**config.mk**
```make
export PLATFORM = sky130hd
export DESIGN_NAME = rpc_dp
export DESIGN_NICKNAME = d
export VERILOG_FILES = /design/src/hw/rtl/rpc_pkg.sv /design/src/hw/rtl/rpc_ram.sv /design/src/hw/rtl/rpc_dp.sv
export SDC_FILE = /design/constraint.sdc
export NUM_CORES = 2
export LEC_CHECK = 0
export ABC_AREA = 1
export BUFFER_PORTS_ARGS = -buffer_cell sky130_fd_sc_hd__buf_2
export CAP_MARGIN = 20
export CORE_AREA = 2 2 394 318
export DETAILED_ROUTE_END_ITERATION = 6
export DIE_AREA = 0 0 396 320
export PLACE_DENSITY = 0.62
export SYNTH_ARGS = -nofsm -noshare
export SYNTH_HDL_FRONTEND = slang
export SYNTH_HIERARCHICAL = 1
export SYNTH_SLANG_ARGS = --single-unit
```
**constraint.sdc**
```tcl
create_clock -name clk -period 5.2 [get_ports clk]
set_input_delay 0 -clock clk [delete_from_list [all_inputs] [get_ports clk]]
set_output_delay 0 -clock clk [all_outputs]
set_load 0.1 [all_outputs]
```
**src/hw/rtl/rpc_pkg.sv**
```systemverilog
package rpc_pkg;

  // Operation codes carried in in_tuser
  localparam logic [1:0] OP_CLEAR = 2'd0;
  localparam logic [1:0] OP_ADD   = 2'd1;
  localparam logic [1:0] OP_EVAL  = 2'd2;

  localparam int OP_W     = 2;
  localparam int IDX_W    = 5;   // width of an element index field
  localparam int SIZE_W   = 6;   // width of universe_size
  localparam int ROW_CAP  = 32;  // upper bound on the row count of the relation matrix
  localparam int MASK_W   = 32;  // width of the domain and codomain masks
  localparam int IN_W     = 16;
  localparam int OUT_W    = 72;

  // Output field positions inside out_tdata
  localparam int O_REFL   = 0;
  localparam int O_SYM    = 1;
  localparam int O_ANTI   = 2;
  localparam int O_TRANS  = 3;
  localparam int O_FUNC   = 4;
  localparam int O_DOM    = 5;
  localparam int O_COD    = 37;
  localparam int O_ERR    = 69;

  typedef struct packed {
    logic             accept;    // request taken this cycle
    logic             add_wr;    // write back the merged row of an add
    logic             ev_init;   // preset evaluation flags
    logic             ev_load;   // latch the current row from the read port
    logic             ev_acc;    // fold the read row into the current row's checks
    logic             ev_fin;    // close the current row
    logic             out_load;  // move the flags into the output register
    logic             rd_in;     // read address comes from the incoming request
    logic [IDX_W-1:0] rd_idx;
    logic [IDX_W-1:0] row_idx;
  } rpc_cmd_t;

  typedef struct packed {
    logic [OP_W-1:0]  op;
    logic             n_zero;
    logic [IDX_W-1:0] last;      // highest index of the active universe
    logic             out_busy;  // output register holds an untaken result
  } rpc_sts_t;

endpackage

```
**src/hw/rtl/rpc_ram.sv**
```systemverilog
module rpc_ram #(
  parameter int W = 32,
  parameter int D = 32
) (
  input  logic                 clk,
  input  logic                 we,
  input  logic [$clog2(D)-1:0] waddr,
  input  logic [W-1:0]         wdata,
  input  logic [$clog2(D)-1:0] raddr,
  output logic [W-1:0]         rdata
);

  logic [W-1:0] mem [D];

  always_ff @(posedge clk) begin
    if (we) begin
      mem[waddr] <= wdata;
    end
    rdata <= mem[raddr];
  end

endmodule

```
**src/hw/rtl/rpc_dp.sv**
```systemverilog
module rpc_dp #(
  parameter int ROWS = 32
) (
  input  logic                       clk,
  input  logic                       rst_n,
  input  logic [rpc_pkg::IN_W-1:0]   in_tdata,
  input  logic [rpc_pkg::OP_W-1:0]   in_tuser,
  input  logic                       cfg_valid,
  input  logic [rpc_pkg::SIZE_W-1:0] cfg_data,
  output logic [rpc_pkg::OUT_W-1:0]  out_tdata,
  output logic                       out_tvalid,
  input  logic                       out_tready,
  input  rpc_pkg::rpc_cmd_t          cmd,
  output rpc_pkg::rpc_sts_t          sts
);
  import rpc_pkg::*;

  localparam int IW = $clog2(ROWS);

  logic [SIZE_W-1:0] size_r;
  logic [SIZE_W-1:0] n;
  logic [ROWS-1:0]   m;
  logic [ROWS-1:0]   valid_r;
  logic              err_r;

  logic [IDX_W-1:0]  in_left;
  logic [IDX_W-1:0]  in_right;
  logic              in_range;
  logic [IW-1:0]     left_r;
  logic [IW-1:0]     right_r;
  logic              add_ok_r;

  logic [IW-1:0]     raddr;
  logic [IW-1:0]     rd_q_r;
  logic [ROWS-1:0]   rdata;
  logic [ROWS-1:0]   row_cur;
  logic [ROWS-1:0]   wdata;
  logic              we;
  logic [IW-1:0]     ii;

  logic [ROWS-1:0]   r_r;
  logic [ROWS-1:0]   reach_r;
  logic [ROWS-1:0]   dom_r;
  logic [ROWS-1:0]   cod_r;
  logic              refl_r, sym_r, anti_r, trans_r, func_r;

  logic [OUT_W-1:0]  out_r;
  logic [OUT_W-1:0]  out_nxt;
  logic              out_valid_r;

  // saturate the universe to the matrix size
  assign n = (size_r > SIZE_W'(ROWS)) ? SIZE_W'(ROWS) : size_r;

  always_comb begin
    for (int k = 0; k < ROWS; k++) begin
      m[k] = (SIZE_W'(k) < n);
    end
  end

  assign in_left  = in_tdata[IDX_W-1:0];
  assign in_right = in_tdata[2*IDX_W-1:IDX_W];
  assign in_range = ({1'b0, in_left} < n) && ({1'b0, in_right} < n);

  assign sts.op       = in_tuser;
  assign sts.n_zero   = (n == '0);
  assign sts.last     = sts.n_zero ? '0 : IDX_W'(n - SIZE_W'(1));
  assign sts.out_busy = out_valid_r && !out_tready;

  assign raddr   = cmd.rd_in ? in_left[IW-1:0] : cmd.rd_idx[IW-1:0];
  assign ii      = cmd.row_idx[IW-1:0];
  assign row_cur = valid_r[rd_q_r] ? (rdata & m) : '0;

  // merge the new pair into the row read during acceptance
  assign we    = cmd.add_wr && add_ok_r;
  assign wdata = (valid_r[left_r] ? rdata : '0) | (ROWS'(1) << right_r);

  rpc_ram #(.W(ROWS), .D(ROWS)) u_matrix (
    .clk   (clk),
    .we    (we),
    .waddr (left_r),
    .wdata (wdata),
    .raddr (raddr),
    .rdata (rdata)
  );

  always_ff @(posedge clk) begin
    rd_q_r <= raddr;
    if (cmd.accept) begin
      left_r  <= in_left[IW-1:0];
      right_r <= in_right[IW-1:0];
    end
  end

  always_ff @(posedge clk) begin
    if (!rst_n) begin
      size_r   <= SIZE_W'(32);
      valid_r  <= '0;
      err_r    <= 1'b0;
      add_ok_r <= 1'b0;
    end else begin
      if (cfg_valid) begin
        size_r <= cfg_data;
      end
      if (cmd.accept && in_tuser == OP_CLEAR) begin
        valid_r <= '0;
        err_r   <= 1'b0;
      end
      if (cmd.accept && in_tuser == OP_ADD) begin
        add_ok_r <= in_range;
        if (!in_range) begin
          err_r <= 1'b1;
        end
      end
      if (we) begin
        valid_r[left_r] <= 1'b1;
      end
    end
  end

  // evaluation accumulators
  always_ff @(posedge clk) begin
    if (cmd.ev_init) begin
      refl_r  <= 1'b1;
      sym_r   <= 1'b1;
      anti_r  <= 1'b1;
      trans_r <= 1'b1;
      func_r  <= 1'b1;
      dom_r   <= '0;
      cod_r   <= '0;
    end
    if (cmd.ev_load) begin
      r_r     <= row_cur;
      reach_r <= '0;
      if (!row_cur[ii]) begin
        refl_r <= 1'b0;
      end
      if ((row_cur & (row_cur - ROWS'(1))) != '0) begin
        func_r <= 1'b0;
      end
      dom_r[ii] <= |row_cur;
      cod_r     <= cod_r | row_cur;
    end
    if (cmd.ev_acc && r_r[rd_q_r]) begin
      if (!row_cur[ii]) begin
        sym_r <= 1'b0;
      end else if (rd_q_r != ii) begin
        anti_r <= 1'b0;
      end
      reach_r <= reach_r | row_cur;
    end
    if (cmd.ev_fin && ((reach_r & ~r_r) != '0)) begin
      trans_r <= 1'b0;
    end
  end

  always_comb begin
    out_nxt                  = '0;
    out_nxt[O_REFL]          = refl_r;
    out_nxt[O_SYM]           = sym_r;
    out_nxt[O_ANTI]          = anti_r;
    out_nxt[O_TRANS]         = trans_r;
    out_nxt[O_FUNC]          = func_r;
    out_nxt[O_DOM +: MASK_W] = MASK_W'(dom_r);
    out_nxt[O_COD +: MASK_W] = MASK_W'(cod_r);
    out_nxt[O_ERR]           = err_r;
  end

  always_ff @(posedge clk) begin
    if (cmd.out_load) begin
      out_r <= out_nxt;
    end
  end

  always_ff @(posedge clk) begin
    if (!rst_n) begin
      out_valid_r <= 1'b0;
    end else if (cmd.out_load) begin
      out_valid_r <= 1'b1;
    end else if (out_tready) begin
      out_valid_r <= 1'b0;
    end
  end

  assign out_tdata  = out_r;
  assign out_tvalid = out_valid_r;

  a_clear: assert property (@(posedge clk) disable iff (!rst_n)
    (cmd.accept && in_tuser == OP_CLEAR) |=> (valid_r == '0 && !err_r))
    else $error("clear left rows or error flag set");

  a_range: assert property (@(posedge clk) disable iff (!rst_n)
    (cmd.accept && in_tuser == OP_ADD && !in_range) |=> (err_r && !add_ok_r))
    else $error("out-of-universe pair not flagged");

endmodule

```
* Yosys cells after proc, flatten, opt, wreduce, memory -nomap -nowiden
Memory sizes are Yosys's and may differ from the RTL's. A register that Yosys moved wholly into a read port is not among the register bits. Index checks and enable logic that the tools add are counted.
Storage, ports and cells: bits of input ports 46, latch bits 0, memories kept 1, logic and storage cells 137, bits in read-only memories 0, output and inout bits 82, RAM bits 1024, flip-flop bits (word level) 259
Operators by class: multipliers 0, magnitude comparators 40, reductions and logical operators 18, equal/unequal tests 2, bitwise operators 8, $add $sub $neg 2, div/mod/pow operators 0, shift operators 1, mux-type cells 47
Memory list:
- u_matrix.mem | words 32, width 32, read ports 1, clocked after memory_dff 1, wr ports 1, line rpc_ram.sv:13 | logic [W-1:0] mem [D];
Operators with widths (number):
- $mux 32 | 11
- $or 32x32->32 | 4
- $and 32x32->32 | 3
- $lt 5x6->1 const A | 16
- $reduce_bool 32->1 | 2
- $lt 4x6->1 const A | 8
- $bwmux 32 | 1
- $not 32->32 | 1
- $reduce_or 32->1 | 1
- $shl 1x5->32 const A | 1
- $sub 32x1->32 const B | 1
- $mux 1 | 26
- $lt 3x6->1 const A | 4
- $bmux 1 s5 | 4
- $lt 5x6->1 const B | 3
- $lt 1x6->1 const A | 2
- $lt 2x6->1 const A | 2
- $lt 5x6->1 | 2
- $demux 1 s5 | 2
- $ge 5x1->1 const B | 2
- $mux 5 | 2
- $logic_and 1x1->1 | 9
- $gt 6x6->1 const B | 1
- $logic_not 6->1 | 1
- 7 further kinds | 9

* Longest topological paths before layout
depth in word-level cells 10, gate-level depth with buffers 26, gate-level depth less buffers 22

* By module
The synthesis kept the hierarchy.
Modules (own cells, without submodules):
- rpc_ram | cells an instance 3536, sequential area each 31390.1 sq um, instances 1, area each 42405.7 sq um
- rpc_dp | cells an instance 1381, sequential area each 6946.7 sq um, instances 1, area each 12373.1 sq um

* Least setup slack after synthesis
OpenSTA, ideal clock, no wires.
path kind register to output, from register size_r[4], to output port sts[3] in the netlist's numbering, cell stages (with the launch flop) 8, required time 5.200 ns, arrival 3.191 ns, buffers on the path 0, slack 2.009 ns, cells stage by stage dfxtp_1 > inv_2 > nand3_1 > nand2_1 > nand2_1 > ha_1 > nand2_1 > o21ai_0
RTL lines:
- start: declaration | line rpc_dp.sv:20 | logic [SIZE_W-1:0] size_r;
- start signal: assignment | line rpc_dp.sv:102 | size_r <= cfg_data;
- end: declaration | line rpc_dp.sv:14 | output rpc_pkg::rpc_sts_t sts

* Worst setup path in the final report
from register rd_q_r[1], to register anti_r
Between the ends: cells in the longest elaborated chain, start to end 7, elaborated cells on any way between the ends 12, classes of those cells eq/ne: 1; mux: 10; reduce/logical: 1
Ends and longest elaborated chain:
- start: declaration | line rpc_dp.sv:34 | logic [IW-1:0] rd_q_r;
- start signal: assignment | line rpc_dp.sv:87 | rd_q_r <= raddr;
- $bmux 1 s5 | line rpc_dp.sv:71 | assign row_cur = valid_r[rd_q_r] ? (rdata & m) : '0;
- $mux 1 (implied by the code) | line rpc_dp.sv:71
- $mux 32 | line rpc_dp.sv:71
- net row_cur[25] | line rpc_dp.sv:36 | logic [ROWS-1:0] row_cur;
- $bmux 1 s5 | line rpc_dp.sv:144 | if (!row_cur[ii]) begin
- $mux 1 (implied by the code) | line rpc_dp.sv:144
- $mux 1 | line rpc_dp.sv:144
- $mux 1 | line rpc_dp.sv:143 | if (cmd.ev_acc && r_r[rd_q_r]) begin
- end signal: assignment | line rpc_dp.sv:125 | anti_r <= 1'b1;
- end signal: assignment | line rpc_dp.sv:147 | anti_r <= 1'b0;
- end: declaration | line rpc_dp.sv:45 | logic refl_r, sym_r, anti_r, trans_r, func_r;
The timed path passes the listed nets, and every way through them passes these cells. The select of a mux whose other input is x is not followed. A chain may end at the register's enable or synchronous reset.

==> metrics <==
WP data arrival 5.07 ns; Fmax achieved 226.3 MHz; CP Cell Sequence clkinv_2 > nand3_1 > nand3_1 > nand2_1 > nand2_1 > nand2_1 > nand2_1 > nand2_2 > buf_4 > nand2_1 > inv_1 > nand2_1 > o2111ai_1 > nand3_1 > nand4_1 > a21oi_1 > dlygate4sd3_1; ratio of cells with drive above 1 in the final layout 9.715%; Placement Cell Area 56940 sq um; vias in the first global route 35040; TNS Setup 0 ns; largest net degree at the start of global routing 205; Rows 115; full die area 126700 sq um; Post-Syn Area per Cell 11.14 sq um; count leader, synth nand2_1; Slew HR 28.55%; CP endpoint kind flop; max-cap viol count 0; Final Hold Fails 0; worst vdd rail ir drop 0.3538 mV; Critical Path RT 5.85 ns; clock latency on the worst-skew pair 0.77 ns; Slowest cell on crit path dfxtp_1; Post CTS Setup Buffer Count 0; Synth Flop Type edfxtp_1; post-synth design cell area 54780 sq um; CP delay by family, top simple AND/OR/NAND/NOR gates; status finished, final reports clean; RSZ-0062 raised after global routing false; final worst slack 0.7820 ns; slowest stage delay, CP 0.80 ns; Mapped Cells 4917; CTS Buf Count 133; Least-Margin Pin Slew 1.069 ns; # fillers 10750; Syn-to-layout area delta 12.54%; clock root buffer clkbuf_16; Clock Tree Buf Depth 3; via count 37490; Power per Cell Area 386.2 nW/um^2; Final min period 4.418 ns; overall routing resource usage 23.52%; routed len/inst 22.01 um; core area 122400 sq um; Async S/R FF share, synth 0%; final slew viol count 0; initial antenna violation count 2; Critical Path Fanout Max 41; skew final 0.03272 ns; Starting Density 44.74%; WP buf/inv 4; Commonest cells post-synth nand2_1 (1728), edfxtp_1 (1200), nand3_1 (900); Routed WL 149700 um; # clock sinks 1315; Inst Count DP 6507; Yosys warning count 6; routability cong. 0.9210; Most common cell on crit path nand2_1; kind of critical path reg2reg; sequential share of the synthesized area 69.98%; P_leak 23.05 nW; I/O pin cnt 128; top cell type's share of synthesized area 65.78%; Pre-Repair DR Iteration Count 6; CTS tree done; ANT nets after route 0; Die X 396 um; Die Ht 320 um; clock slew at reported path FFs 0.06 ns; first-pass GRT wire length 224700 um; WHS 0.01192 ns; setup violators final 0; Final period util 84.96%; post-route cell area 61650 sq um; Worst setup SP type flop; H-tree depth 4; synthesis-stage register bit count 1315; Yosys top cell by area edfxtp_1; # nets final 5108; DR vias/cell 5.514; largest cells by area after synthesis edfxtp_1 (66%), nand2_1 (12%), nand3_1 (8.2%), dfxtp_1 (4.2%), buf_6 (1.5%); PortBufs 119; DRC errors left 0; detailed placement HPWL 85200 um; DP Worst Slack 1.046 ns; final cell count without fillers 6799; unique cell type count in the Yosys netlist 49; GRT overflow 0; EDFF count, synth 1200; Worst Hold Class in2reg; 1st-iter DRT viols 4675
cell usage in the layout (no fill, tap or decap), types with 3 or more instances in the layout:
cell	netlist	layout
inv_6	0	10
o21ai_0	84	73
a21oi_1	87	87
nand2_2	5	5
buf_2	88	121
nand2_1	1728	1728
buf_4	34	95
ha_1	9	9
nor2_4	2	34
nor3_1	19	19
o22ai_1	51	30
edfxtp_1	1200	1200
o21ai_1	33	37
clkinv_1	4	21
clkbuf_16	0	137
o211ai_1	3	3
buf_12	0	9
a22oi_1	8	8
clkinvlp_4	0	6
inv_2	6	4
dlygate4sd3_1	0	45
clkinv_2	1	11
nor2_1	142	109
a211oi_1	5	5
o21a_1	38	38
nor4_1	4	4
mux2_8	0	3
diode_2	0	4
bufinv_16	0	7
o221ai_1	7	7
dfxtp_1	115	115
nand3_1	900	900
o21ai_2	6	13
nor2_2	2	3
o22ai_2	0	21
clkbuf_1	51	43
inv_1	150	149
clkbuf_8	0	7
nand4_1	10	10
layer usage:
| metal | track usage (%) | part of all wire [%] | up-vias |
|---|---|---|---|
| li1 | - | - | 17390 |
| met1 | 35.93 | 45 | 18110 |
| met2 | 34.23 | 43 | 1756 |
| met3 | 3.862 | 9.0 | 239 |
| met4 | 7.309 | 2.6 | 0 |
| met5 | 0 | 0 | - |
registers in the layout, indices dropped and copies added (netlist names), 32 cells and up:
signal          cells
u_matrix/rdata     32
cod_r              32
reach_r            32
out_tdata          70
valid_r            32
dom_r              32
r_r                32
u_matrix/mem     1024
worst reg2reg max path, delay by kind of cell, from the launching register on:
kind                   cells  cell delay (ns)
buffers and inverters      4             1.60
AND/OR/NAND/NOR           11             1.72
flip-flops                 1             0.80
AO/OA/AOI/OAI              2             0.19
area by class of cell:
| class | instances | area, sq um | share of cell area (%) |
|---|---|---|---|
| well taps | 1638 | 2049 | 3.325 |
| clock buffers | 187 | 3686 | 5.979 |
| multi-input cells | 3168 | 14420 | 23.40 |
| clock inverters | 52 | 504.2 | 0.8179 |
| inverters | 163 | 645.6 | 1.047 |
| diodes | 4 | 10.01 | 0.01624 |
| flip-flops and latches | 1315 | 38340 | 62.19 |
| repair buffers | 272 | 1992 | 3.231 |
kinds of logic (layout without fill, tap and decap cells):
logic type,after synthesis,in the layout,share of synthesized area (%)
flops,1315,1315,69.98
xor+xnor,3,3,0.04797
mux,7,7,0.1393
fa+ha+maj,9,9,0.2056
simple gates,2816,2816,21.55
compound gates,331,331,3.543
buf+inv,435,674,4.525
other cells,1,6,0.006846
through the flow:
step / power, mW / util (%)
after floorplan: 13.86 / -
after global placement: 14.59 / 46.50
after detailed placement: 14.61 / 46.50
after CTS: 23.92 / 50.29
after global routing: 24.61 / 50.34
final: 23.81 / 50.34
worst paths after layout:
path         cells past startpoint         from  slack, ns       endpoint
max                             17    rd_q_r[1]       0.78         anti_r
min                              5  in_tuser[1]       0.01    valid_r[12]
max reg2reg                     17    rd_q_r[1]       0.78         anti_r
min reg2reg                      0        err_r       0.44  out_tdata[69]
what timing repair did:
| item | in CTS | in global routing |
|---|---|---|
| gates resized for setup | 0 | 0 |
| hold buffers | 45 | 0 |
| endpoints found under the hold margin | 202 | 0 |
power breakdown:
part	internal [mW]	leakage (nW)	total, mW	switching, mW
registers	11.7	11.6	11.8	0.121
logic	0.629	9.42	2.65	2.02
clock network	5.32	2.02	9.35	4.03
total	17.6	23.1	23.8	6.17
Power figures use the tool's default switching activity.
